`src/text_tile_cursor_writer_defines.svh`:
```
// ---------------------------------------------------------------------------
// text tile cursor writer assertion macros
// shared concurrent assertion forms, clocked on clk, off during reset
// ---------------------------------------------------------------------------
`ifndef TEXT_TILE_CURSOR_WRITER_DEFINES_SVH
`define TEXT_TILE_CURSOR_WRITER_DEFINES_SVH

// same-cycle implication
`define TTCW_ASSERT_IMP(lbl, ante, cons, msg) \
    lbl: assert property (@(posedge clk) disable iff (!rst_n) (ante) |-> (cons)) \
        else $error(msg);

// next-cycle implication
`define TTCW_ASSERT_NXT(lbl, ante, cons, msg) \
    lbl: assert property (@(posedge clk) disable iff (!rst_n) (ante) |=> (cons)) \
        else $error(msg);

`endif

```
`src/ttcw_pkg.sv`:
```
// ---------------------------------------------------------------------------
// ttcw_pkg
// shared types, register codes and the character to glyph map
// ---------------------------------------------------------------------------
package ttcw_pkg;

    localparam int CFG_IDX_W  = 3;
    localparam int CFG_DATA_W = 8;
    localparam int GLYPH_W    = 8;
    localparam int PAL_W      = 4;
    localparam int ENTRY_W    = 16;
    localparam int NUM_LATIN  = 18;

    typedef logic [1:0] rot_mode_t;

    localparam rot_mode_t ROT_NONE    = 2'd0;
    localparam rot_mode_t ROT_RIGHT   = 2'd1;
    localparam rot_mode_t ROT_LEFT    = 2'd2;
    localparam rot_mode_t ROT_INVALID = 2'd3;

    typedef enum logic [CFG_IDX_W-1:0] {
        REG_ROTATION_MODE    = 3'd0,
        REG_LAST_COLUMN      = 3'd1,
        REG_LAST_ROW         = 3'd2,
        REG_PALETTE_NUMBER   = 3'd3,
        REG_LAST_VALID_GLYPH = 3'd4
    } cfg_reg_t;

    localparam logic [7:0]         NEWLINE_BYTE       = 8'd10;
    localparam logic [7:0]         PRINT_FIRST        = 8'd32;
    localparam logic [7:0]         PRINT_END          = 8'd128;
    localparam logic [GLYPH_W-1:0] GLYPH_LATIN_BASE   = 8'd96;
    localparam logic [GLYPH_W-1:0] RST_LAST_GLYPH     = 8'd113;
    localparam int                 RST_LAST_COORD     = 31;

    localparam logic [7:0] LATIN_CODES [NUM_LATIN] = '{
        8'd199, 8'd231, 8'd209, 8'd241, 8'd193, 8'd201, 8'd205, 8'd211, 8'd218,
        8'd225, 8'd233, 8'd237, 8'd243, 8'd250, 8'd239, 8'd252, 8'd161, 8'd191
    };

    typedef struct packed {
        rot_mode_t            rotation_mode;
        logic [PAL_W-1:0]     palette_number;
        logic [GLYPH_W-1:0]   last_valid_glyph;
    } cfg_ctrl_t;

    // printable ascii, then the latin-1 letters, everything else glyph 0
    function automatic logic [GLYPH_W-1:0] glyph_of(input logic [7:0] b);
        logic [GLYPH_W-1:0] g;
        g = '0;
        if (b >= PRINT_FIRST && b < PRINT_END)
        begin
            g = b - PRINT_FIRST;
        end
        else if (b >= PRINT_END)
        begin
            for (int i = 0; i < NUM_LATIN; i++)
            begin
                if (LATIN_CODES[i] == b)
                begin
                    g = GLYPH_LATIN_BASE + GLYPH_W'(i);
                end
            end
        end
        return g;
    endfunction

endpackage

```
`src/ttcw_in_if.sv`:
```
// ---------------------------------------------------------------------------
// ttcw_in_if
// character item channel: begin flag, start position and byte
// ---------------------------------------------------------------------------
interface ttcw_in_if #(
    parameter int COORD_BITS = 6
);
    logic                  valid;
    logic                  ready;
    logic                  begin_string;
    logic [COORD_BITS-1:0] start_column;
    logic [COORD_BITS-1:0] start_row;
    logic [7:0]            char_byte;

    modport source (
        output valid, begin_string, start_column, start_row, char_byte,
        input  ready
    );

    modport sink (
        input  valid, begin_string, start_column, start_row, char_byte,
        output ready
    );
endinterface

```
`src/ttcw_out_if.sv`:
```
// ---------------------------------------------------------------------------
// ttcw_out_if
// tile write item channel: map position and map entry
// ---------------------------------------------------------------------------
interface ttcw_out_if #(
    parameter int COORD_BITS = 6
);
    logic                  valid;
    logic                  ready;
    logic [COORD_BITS-1:0] tile_column;
    logic [COORD_BITS-1:0] tile_row;
    logic [15:0]           tile_entry;

    modport source (
        output valid, tile_column, tile_row, tile_entry,
        input  ready
    );

    modport sink (
        input  valid, tile_column, tile_row, tile_entry,
        output ready
    );
endinterface

```
`src/ttcw_cfg_regs.sv`:
```
// ---------------------------------------------------------------------------
// ttcw_cfg_regs
// configuration register file with plain write port
// ---------------------------------------------------------------------------
module ttcw_cfg_regs #(
    parameter int COORD_BITS = 6
) (
    input  logic                              clk,
    input  logic                              rst_n,
    input  logic                              wr_en,
    input  logic [ttcw_pkg::CFG_IDX_W-1:0]    wr_index,
    input  logic [ttcw_pkg::CFG_DATA_W-1:0]   wr_data,
    output ttcw_pkg::cfg_ctrl_t               ctrl,
    output logic [COORD_BITS-1:0]             last_column,
    output logic [COORD_BITS-1:0]             last_row
);
    import ttcw_pkg::*;

    cfg_ctrl_t             ctrl_reg, ctrl_next;
    logic [COORD_BITS-1:0] last_col_reg, last_col_next;
    logic [COORD_BITS-1:0] last_row_reg, last_row_next;

    always_comb
    begin
        ctrl_next     = ctrl_reg;
        last_col_next = last_col_reg;
        last_row_next = last_row_reg;
        if (wr_en)
        begin
            unique case (wr_index)
                REG_ROTATION_MODE:    ctrl_next.rotation_mode    = wr_data[1:0];
                REG_LAST_COLUMN:      last_col_next              = wr_data[COORD_BITS-1:0];
                REG_LAST_ROW:         last_row_next              = wr_data[COORD_BITS-1:0];
                REG_PALETTE_NUMBER:   ctrl_next.palette_number   = wr_data[PAL_W-1:0];
                REG_LAST_VALID_GLYPH: ctrl_next.last_valid_glyph = wr_data[GLYPH_W-1:0];
                default: ;
            endcase
        end
    end

    always_ff @(posedge clk or negedge rst_n)
    begin
        if (!rst_n)
        begin
            ctrl_reg.rotation_mode    <= ROT_NONE;
            ctrl_reg.palette_number   <= '0;
            ctrl_reg.last_valid_glyph <= RST_LAST_GLYPH;
            last_col_reg              <= COORD_BITS'(RST_LAST_COORD);
            last_row_reg              <= COORD_BITS'(RST_LAST_COORD);
        end
        else
        begin
            ctrl_reg     <= ctrl_next;
            last_col_reg <= last_col_next;
            last_row_reg <= last_row_next;
        end
    end

    assign ctrl        = ctrl_reg;
    assign last_column = last_col_reg;
    assign last_row    = last_row_reg;

endmodule

```
`src/ttcw_cursor.sv`:
```
// ---------------------------------------------------------------------------
// ttcw_cursor
// cursor state, glyph lookup, layer check and line break / wrap
// ---------------------------------------------------------------------------
`include "text_tile_cursor_writer_defines.svh"

module ttcw_cursor #(
    parameter int COORD_BITS = 6
) (
    input  logic                              clk,
    input  logic                              rst_n,
    input  logic                              step,
    input  logic                              begin_string,
    input  logic [COORD_BITS-1:0]             start_column,
    input  logic [COORD_BITS-1:0]             start_row,
    input  logic [7:0]                        char_byte,
    input  ttcw_pkg::cfg_ctrl_t               ctrl,
    input  logic [COORD_BITS-1:0]             last_column,
    input  logic [COORD_BITS-1:0]             last_row,
    output logic                              res_valid,
    output logic [COORD_BITS-1:0]             res_column,
    output logic [COORD_BITS-1:0]             res_row,
    output logic [ttcw_pkg::ENTRY_W-1:0]      res_entry
);
    import ttcw_pkg::*;

    // two extra bits: sign, and one step past either edge of the layer
    localparam int CW = COORD_BITS + 2;
    localparam logic signed [CW-1:0] ONE     = CW'(1);
    localparam logic signed [CW-1:0] CUR_MAX = CW'(1) <<< COORD_BITS;
    localparam logic signed [CW-1:0] CUR_MIN = -CUR_MAX;

    logic signed [CW-1:0] col_reg, col_next;
    logic signed [CW-1:0] row_reg, row_next;

    logic signed [CW-1:0] w_s, h_s, sx_s, sy_s;
    logic signed [CW-1:0] col0, row0, col1, row1, col2, row2;
    logic [GLYPH_W-1:0]   glyph;
    logic                 nl;
    logic                 wr;
    logic                 in_layer;
    logic                 mode_ok;

    assign w_s  = signed'({2'b00, last_column});
    assign h_s  = signed'({2'b00, last_row});
    assign sx_s = signed'({2'b00, start_column});
    assign sy_s = signed'({2'b00, start_row});

    assign glyph   = glyph_of(char_byte);
    assign nl      = (char_byte == NEWLINE_BYTE);
    assign wr      = !nl && (glyph <= ctrl.last_valid_glyph);
    assign mode_ok = (ctrl.rotation_mode != ROT_INVALID);

    always_comb
    begin
        col0 = col_reg;
        row0 = row_reg;
        if (begin_string)
        begin
            case (ctrl.rotation_mode)
                ROT_NONE:
                begin
                    col0 = sx_s;
                    row0 = sy_s;
                end
                ROT_RIGHT:
                begin
                    col0 = w_s - sy_s;
                    row0 = sx_s;
                end
                ROT_LEFT:
                begin
                    col0 = sy_s;
                    row0 = h_s - sx_s;
                end
                default: ;
            endcase
        end

        in_layer = !col0[CW-1] && (col0 <= w_s) && !row0[CW-1] && (row0 <= h_s);

        // advance along the line only for a writable glyph, even one outside the layer
        col1 = col0;
        row1 = row0;
        if (wr)
        begin
            case (ctrl.rotation_mode)
                ROT_NONE:  col1 = col0 + ONE;
                ROT_RIGHT: row1 = row0 + ONE;
                ROT_LEFT:  row1 = row0 - ONE;
                default: ;
            endcase
        end

        // line break, then wrap across lines
        col2 = col1;
        row2 = row1;
        case (ctrl.rotation_mode)
            ROT_NONE:
            begin
                if (col1 > w_s || nl)
                begin
                    col2 = '0;
                    row2 = row1 + ONE;
                    if (row2 > h_s)
                    begin
                        row2 = '0;
                    end
                end
            end
            ROT_RIGHT:
            begin
                if (row1 > h_s || nl)
                begin
                    row2 = '0;
                    col2 = col1 - ONE;
                    if (col2[CW-1])
                    begin
                        col2 = w_s;
                    end
                end
            end
            ROT_LEFT:
            begin
                if (row1[CW-1] || nl)
                begin
                    row2 = h_s;
                    col2 = col1 + ONE;
                    if (col2 > w_s)
                    begin
                        col2 = '0;
                    end
                end
            end
            default: ;
        endcase

        col_next = col_reg;
        row_next = row_reg;
        if (step && mode_ok)
        begin
            col_next = col2;
            row_next = row2;
        end
    end

    always_ff @(posedge clk or negedge rst_n)
    begin
        if (!rst_n)
        begin
            col_reg <= '0;
            row_reg <= '0;
        end
        else
        begin
            col_reg <= col_next;
            row_reg <= row_next;
        end
    end

    assign res_valid  = mode_ok && wr && in_layer;
    assign res_column = col0[COORD_BITS-1:0];
    assign res_row    = row0[COORD_BITS-1:0];
    assign res_entry  = {ctrl.palette_number, 4'h0, glyph};

    `TTCW_ASSERT_IMP(a_cursor_bounded, 1'b1, (col_reg >= CUR_MIN) && (col_reg <= CUR_MAX) && (row_reg >= CUR_MIN) && (row_reg <= CUR_MAX), "cursor outside its range")
    `TTCW_ASSERT_NXT(a_col_inside_unrotated, step && ctrl.rotation_mode == ROT_NONE, col_reg <= w_s, "column past last column after unrotated step")
    `TTCW_ASSERT_NXT(a_newline_right, step && ctrl.rotation_mode == ROT_RIGHT && nl, row_reg == '0, "newline did not reset row when rotated right")

endmodule

```
`src/text_tile_cursor_writer.sv`:
```
// an accepted item goes to the input stage, then its tile write to the result stage
// throughput: one item per cycle unless out_ch stalls, set by the cursor loop
// an item that writes nothing leaves no result; it may still move the cursor
// reset clears the cursor to (0, 0) and loads the register defaults:
// no rotation, last column and row 31, palette 0, last valid glyph 113
// ---------------------------------------------------------------------------
// text_tile_cursor_writer
// turns a stream of character bytes into tile-map writes for a text layer
// ---------------------------------------------------------------------------
`include "text_tile_cursor_writer_defines.svh"

module text_tile_cursor_writer #(
    parameter int COORD_BITS = 6
) (
    input  logic                              clk,
    input  logic                              rst_n,
    input  logic                              cfg_wr_en,
    input  logic [ttcw_pkg::CFG_IDX_W-1:0]    cfg_index,
    input  logic [ttcw_pkg::CFG_DATA_W-1:0]   cfg_data,
    ttcw_in_if.sink                           in_ch,
    ttcw_out_if.source                        out_ch
);
    import ttcw_pkg::*;

    cfg_ctrl_t             ctrl;
    logic [COORD_BITS-1:0] last_column;
    logic [COORD_BITS-1:0] last_row;

    // input stage
    logic                  s1_valid_reg, s1_valid_next;
    logic                  s1_begin_reg;
    logic [COORD_BITS-1:0] s1_col_reg;
    logic [COORD_BITS-1:0] s1_row_reg;
    logic [7:0]            s1_char_reg;

    // result stage
    logic                  out_valid_reg, out_valid_next;
    logic [COORD_BITS-1:0] out_col_reg;
    logic [COORD_BITS-1:0] out_row_reg;
    logic [ENTRY_W-1:0]    out_entry_reg;

    logic                  res_valid;
    logic [COORD_BITS-1:0] res_column;
    logic [COORD_BITS-1:0] res_row;
    logic [ENTRY_W-1:0]    res_entry;

    logic out_free;
    logic s1_go;
    logic in_fire;

    ttcw_cfg_regs #(
        .COORD_BITS (COORD_BITS)
    ) u_cfg (
        .clk         (clk),
        .rst_n       (rst_n),
        .wr_en       (cfg_wr_en),
        .wr_index    (cfg_index),
        .wr_data     (cfg_data),
        .ctrl        (ctrl),
        .last_column (last_column),
        .last_row    (last_row)
    );

    ttcw_cursor #(
        .COORD_BITS (COORD_BITS)
    ) u_cursor (
        .clk          (clk),
        .rst_n        (rst_n),
        .step         (s1_go),
        .begin_string (s1_begin_reg),
        .start_column (s1_col_reg),
        .start_row    (s1_row_reg),
        .char_byte    (s1_char_reg),
        .ctrl         (ctrl),
        .last_column  (last_column),
        .last_row     (last_row),
        .res_valid    (res_valid),
        .res_column   (res_column),
        .res_row      (res_row),
        .res_entry    (res_entry)
    );

    assign out_free    = !out_valid_reg || out_ch.ready;
    assign s1_go       = s1_valid_reg && out_free;
    assign in_ch.ready = !s1_valid_reg || out_free;
    assign in_fire     = in_ch.valid && in_ch.ready;

    always_comb
    begin
        s1_valid_next = s1_valid_reg;
        if (in_ch.ready)
        begin
            s1_valid_next = in_ch.valid;
        end

        out_valid_next = out_valid_reg;
        if (s1_go)
        begin
            out_valid_next = res_valid;
        end
        else if (out_ch.ready)
        begin
            out_valid_next = 1'b0;
        end
    end

    always_ff @(posedge clk or negedge rst_n)
    begin
        if (!rst_n)
        begin
            s1_valid_reg  <= 1'b0;
            out_valid_reg <= 1'b0;
        end
        else
        begin
            s1_valid_reg  <= s1_valid_next;
            out_valid_reg <= out_valid_next;
        end
    end

    always_ff @(posedge clk)
    begin
        if (in_fire)
        begin
            s1_begin_reg <= in_ch.begin_string;
            s1_col_reg   <= in_ch.start_column;
            s1_row_reg   <= in_ch.start_row;
            s1_char_reg  <= in_ch.char_byte;
        end
        if (s1_go && res_valid)
        begin
            out_col_reg   <= res_column;
            out_row_reg   <= res_row;
            out_entry_reg <= res_entry;
        end
    end

    assign out_ch.valid       = out_valid_reg;
    assign out_ch.tile_column = out_col_reg;
    assign out_ch.tile_row    = out_row_reg;
    assign out_ch.tile_entry  = out_entry_reg;

    `TTCW_ASSERT_NXT(a_accept_fills_stage, in_fire, s1_valid_reg, "accepted item lost before the cursor stage")
    `TTCW_ASSERT_NXT(a_stage_holds_on_stall, s1_valid_reg && !out_free, s1_valid_reg && $stable(s1_char_reg), "stalled item left the cursor stage")
    `TTCW_ASSERT_IMP(a_newline_no_write, s1_valid_reg && s1_char_reg == NEWLINE_BYTE, !res_valid, "newline produced a tile write")

endmodule
```
`src/flat_wrapper.sv`:
```
// flat-port wrapper written by rule: the top's interface ports become plain ports
module text_tile_cursor_writer_flat import ttcw_pkg::*;
#(
    parameter int COORD_BITS = 6
)
  (clk, rst_n, cfg_wr_en, cfg_index, cfg_data, in_ch_valid, in_ch_begin_string, in_ch_start_column, in_ch_start_row, in_ch_char_byte, in_ch_ready, out_ch_valid, out_ch_tile_column, out_ch_tile_row, out_ch_tile_entry, out_ch_ready);
  ttcw_in_if #(.COORD_BITS(COORD_BITS)) in_ch_i ();
  ttcw_out_if #(.COORD_BITS(COORD_BITS)) out_ch_i ();
  input  logic clk;
  input  logic rst_n;
  input  logic cfg_wr_en;
  input  logic [ttcw_pkg::CFG_IDX_W-1:0] cfg_index;
  input  logic [ttcw_pkg::CFG_DATA_W-1:0] cfg_data;
  input wire logic [$bits(in_ch_i.valid)-1:0] in_ch_valid;
  input wire logic [$bits(in_ch_i.begin_string)-1:0] in_ch_begin_string;
  input wire logic [$bits(in_ch_i.start_column)-1:0] in_ch_start_column;
  input wire logic [$bits(in_ch_i.start_row)-1:0] in_ch_start_row;
  input wire logic [$bits(in_ch_i.char_byte)-1:0] in_ch_char_byte;
  output wire logic [$bits(in_ch_i.ready)-1:0] in_ch_ready;
  output wire logic [$bits(out_ch_i.valid)-1:0] out_ch_valid;
  output wire logic [$bits(out_ch_i.tile_column)-1:0] out_ch_tile_column;
  output wire logic [$bits(out_ch_i.tile_row)-1:0] out_ch_tile_row;
  output wire logic [$bits(out_ch_i.tile_entry)-1:0] out_ch_tile_entry;
  input wire logic [$bits(out_ch_i.ready)-1:0] out_ch_ready;
  assign in_ch_i.valid = in_ch_valid;
  assign in_ch_i.begin_string = in_ch_begin_string;
  assign in_ch_i.start_column = in_ch_start_column;
  assign in_ch_i.start_row = in_ch_start_row;
  assign in_ch_i.char_byte = in_ch_char_byte;
  assign in_ch_ready = in_ch_i.ready;
  assign out_ch_valid = out_ch_i.valid;
  assign out_ch_tile_column = out_ch_i.tile_column;
  assign out_ch_tile_row = out_ch_i.tile_row;
  assign out_ch_tile_entry = out_ch_i.tile_entry;
  assign out_ch_i.ready = out_ch_ready;
  text_tile_cursor_writer #(.COORD_BITS(COORD_BITS)) u_core (.clk(clk), .rst_n(rst_n), .cfg_wr_en(cfg_wr_en), .cfg_index(cfg_index), .cfg_data(cfg_data), .in_ch(in_ch_i), .out_ch(out_ch_i));
endmodule
```
`config.mk`:
```
export PLATFORM = sky130hd
export DESIGN_NAME = text_tile_cursor_writer_flat
export DESIGN_NICKNAME = d
export VERILOG_FILES = /design/src/ttcw_pkg.sv /design/src/ttcw_in_if.sv /design/src/ttcw_out_if.sv /design/src/ttcw_cfg_regs.sv /design/src/ttcw_cursor.sv /design/src/text_tile_cursor_writer.sv /design/src/flat_wrapper.sv
export VERILOG_INCLUDE_DIRS = /design/src /design/src/src
export SDC_FILE = /design/constraint.sdc
export NUM_CORES = 1
export LEC_CHECK = 0
export ABC_AREA = 0
export ABC_CLOCK_PERIOD_IN_PS = 10090
export BUFFER_PORTS_ARGS = -buffer_cell sky130_fd_sc_hd__buf_2
export CAP_MARGIN = 20
export CORE_MARGIN = 5
export CORE_UTILIZATION = 30
export DETAILED_ROUTE_END_ITERATION = 12
export PLACE_DENSITY_LB_ADDON = 0.25
export REMOVE_ABC_BUFFERS = 1
export SYNTH_ARGS = -nofsm -noshare
export SYNTH_HDL_FRONTEND = slang
export SYNTH_SLANG_ARGS = --single-unit
```
`constraint.sdc`:
```
create_clock -name clk -period 10.09 [get_ports clk]
set_input_delay 1.5135 -clock clk [delete_from_list [all_inputs] [get_ports clk]]
set_output_delay 1.5135 -clock clk [all_outputs]
set_load 0.02 [all_outputs]
```
==> out/results.tsv <==
stage	metric	value	unit
outcome	status	complete, no violations	
critical_path	worst_ep_required_time	10.35	ns
sta	worst_slew_pin_slew	0.887	ns
clock_tree	holdBufCountCts	0	
floorplanning	die_h	167	µm
critical_path	cp_max_fo	14	
global_routing	grt_pass1_vias	6028	
floorplanning	dieWidth	167	µm
route	wl	21700	µm
layout	antenna_cells	0	
pwr	p_per_area	279	nW/µm²
global_routing	grt.total_usage	15.4	%
clock_tree	cts_max_path_buffers	2	
sta	setup_tns	0	ns
clock_tree	cts_tree	yes	
yosys	ys_seq_area_share	33.5	%
sta	report.final.hold_viol_count	0	
critical_path	slowest_stage	mux2i_1	
floorplanning	ioPinCount	67	
clock_tree	cts_resized	0	
yosys	synthesis.area	7370	µm²
route	drt_pass1_iterations	5	
critical_path	cp_slowest_stage_delay	0.65	ns
placement	io_buffers	62	
floorplanning	rows	57	
clock_tree	cts_buffers	9	
route	drt_iter0_drc	545	
floorplanning	start_util	30.4	%
sta	fmax	0.155	GHz
sta	post-route-period-util	63.8	%
placement	place_hpwl	17000	µm
yosys	ys_types	90	
clock_tree	clk_latency	0.36	ns
floorplanning	dieArea	27800	µm²
route	drc_errors	0	
critical_path	critical_path_class	flip-flop to flip-flop	
placement	place.gp.congestion	0.860	
route	via_per_inst	5.30	
clock_tree	clockRootBuffer	clkbuf_16	
floorplanning	fp.coreArea	24200	µm²
yosys	syn-instance-count	835	
route	via_count	6403	
run	maxCapViolCount	0	
clock_tree	h-tree-depth	3	
clock_tree	clkSlewWorstSetupHoldPaths	0.08	ns
global_routing	antenna_found_initial	0	
layout	nNetsFinal	992	
pwr	total_power	2.31	mW
critical_path	crit_path_frequent_cell	o21ai_0	
pwr	vdd_drop_max	0.147	mV
route	final_antenna_net_count	0	
min_path	hold_class	flip-flop to flip-flop	
layout	drive_above_1_share	15.1	%
yosys	synth_edf_count	45	
sta	slew_headroom	40.9	%
critical_path	crit_path_start_kind	flip-flop	
global_routing	grt_first_pass_wirelength	34200	µm
layout	largest_reg_flops	14	
global_routing	grt_max_degree	45	
sta	slew_violations	0	
yosys	postSynth.asyncResetShare	49.4	%
sta	setup_violations	0	
critical_path	crit_family	compound AO/OA/AOI/OAI gates	
sta	period_needed	6.44	ns
pwr	leakage	3.43	nW
critical_path	endpoint_kind	flip-flop	
critical_path	worstPathArrival	6.70	ns
global_routing	overflow	0	
yosys	ys_warn_count	0	
yosys	synthFlopType	edfxtp_1	
sta	grt_setup_unrepaired	no	
clock_tree	postCtsSetupBuffers	0	
clock_tree	clock_sinks	89	
critical_path	path_buf_inv	1	
route	wl_per_cell	18.0	µm
layout	area_growth	12.5	%
yosys	ys_ff_latch	89	
yosys	avgSynthCellArea	8.82	µm²
sta	skew	0.0134	ns
[synthesized netlist by cell type (15+ instances only)]
cell / n / area share (%)
nand2_1: 89 / 4.5
ha_1: 72 / 12
o21ai_0: 63 / 4.3
inv_1: 60 / 3.1
nor2_1: 55 / 2.8
a21oi_1: 49 / 3.3
edfxtp_1: 45 / 18
dfrtp_1: 30 / 10
nand3_1: 23 / 1.6
clkbuf_1: 21 / 1.1
nor2b_1: 20 / 1.7
o21a_1: 16 / 1.6
xnor2_1: 16 / 1.9
a31oi_1: 15 / 1.3
[placed cells by master, fill, tap and decap left out, types with 5 or more instances in the layout]
cell type | Yosys | routed
nor2_1 | 55 | 55
o21a_1 | 16 | 16
o22ai_1 | 7 | 7
and3_1 | 8 | 8
xnor2_1 | 16 | 16
a21o_1 | 5 | 5
or3_1 | 5 | 5
o211ai_1 | 7 | 7
a31oi_1 | 15 | 15
xor2_1 | 8 | 8
nand2b_1 | 11 | 11
buf_4 | 6 | 7
nor2b_1 | 20 | 20
ha_1 | 72 | 72
and4_1 | 5 | 5
nor3_1 | 14 | 13
inv_1 | 60 | 60
a221oi_1 | 8 | 8
dfstp_2 | 14 | 14
edfxtp_1 | 45 | 45
nand3_1 | 23 | 23
and2_1 | 9 | 9
nor3b_1 | 6 | 5
nor4_1 | 5 | 5
o21ai_0 | 63 | 63
dfrtp_1 | 30 | 30
o31ai_1 | 7 | 7
a21oi_1 | 49 | 49
nand2_1 | 89 | 89
buf_2 | 9 | 62
mux2_2 | 6 | 6
mux2i_1 | 13 | 13
a22oi_1 | 5 | 5
clkbuf_16 | 0 | 9
o21ai_1 | 5 | 5
nand4_1 | 12 | 12
[layout make-up]
class | count | area, µm²
clock buffer | 9 | 225
timing repair buffer | 70 | 378
sequential | 89 | 2470
fill | 2546 | 16000
multi-input combinational | 648 | 4500
tap | 324 | 405
inverter | 62 | 233
clock inverter | 7 | 81.3
[layer usage]
layer  track usage, %  part of all wire (%)
met5                0                     0
met4             4.09                   1.4
met3             1.66                   3.9
met2             24.6                    45
met1             22.3                    49
[power breakdown]
group | switching (mW) | internal, mW
sequential | 0.0625 | 0.480
clock | 0.175 | 0.178
combinational | 0.866 | 0.552
total | 1.10 | 1.21
[final timing paths]
path | slack, ns | start | cells after the start | to
max | 3.65 | u_core.s1_char_reg[4] | 25 | u_core.u_cursor.row_reg[6]
min | 0.45 | u_core.u_cfg.ctrl[11] | 0 | u_core.out_ch.tile_entry[15]
max reg2reg | 3.65 | u_core.s1_char_reg[4] | 25 | u_core.u_cursor.row_reg[6]
min reg2reg | 0.45 | u_core.u_cfg.ctrl[11] | 0 | u_core.out_ch.tile_entry[15]
max in group asynchronous | 8.43 | rst_n | 2 | u_core.u_cfg.ctrl[2]
min in group asynchronous | 1.24 | rst_n | 2 | u_core.u_cursor.col_reg[4]
[through the flow]
step	hold slack (ns)	area [µm²]	std cells	utilization, %	setup slack [ns]
after global placement	0.424	7970	1192	32.9	3.83
after detailed placement	0.439	7970	1192	32.9	3.76
after floorplan	0.419	7190	799	-	4.58
after CTS	0.450	8270	1208	34.1	3.72
after global routing	0.475	8290	1209	34.2	2.97
final	0.452	8290	1209	34.2	3.65
[worst reg2reg max path, cell delays in order, from the launching register on]
cell and delay, ns:
edfxtp_1 0.58, inv_1 0.15, nand2_1 0.14, nor2_1 0.06
a31oi_1 0.12, o21ai_0 0.12, a311o_1 0.31, a31oi_1 0.17
o21ai_0 0.14, ha_1 0.34, nand4_1 0.15, o21ai_1 0.35
nand4_1 0.49, mux2i_1 0.66, ha_1 0.36, o21a_1 0.11
o21a_1 0.15, o21ai_0 0.14, a21oi_1 0.12, a211oi_1 0.26
nor2_1 0.07, nor2_1 0.18, a221o_1 0.60, nand3b_1 0.18
o21ai_0 0.08, a221oi_1 0.29
[logic make-up after synthesis]
logic type                 Yosys count  share of synthesized area (%)
and+or+nand+nor                    286                           20.1
AOI/OAI and AO/OA                  237                           21.4
buffers and inverters              101                           5.71
DFF                                 89                           33.5
adders and majority gates           76                           13.2
xor gates and xnor gates            26                           3.30
muxes                               19                           2.68
other                                1                         0.0509
Power figures use the tool's default switching activity.
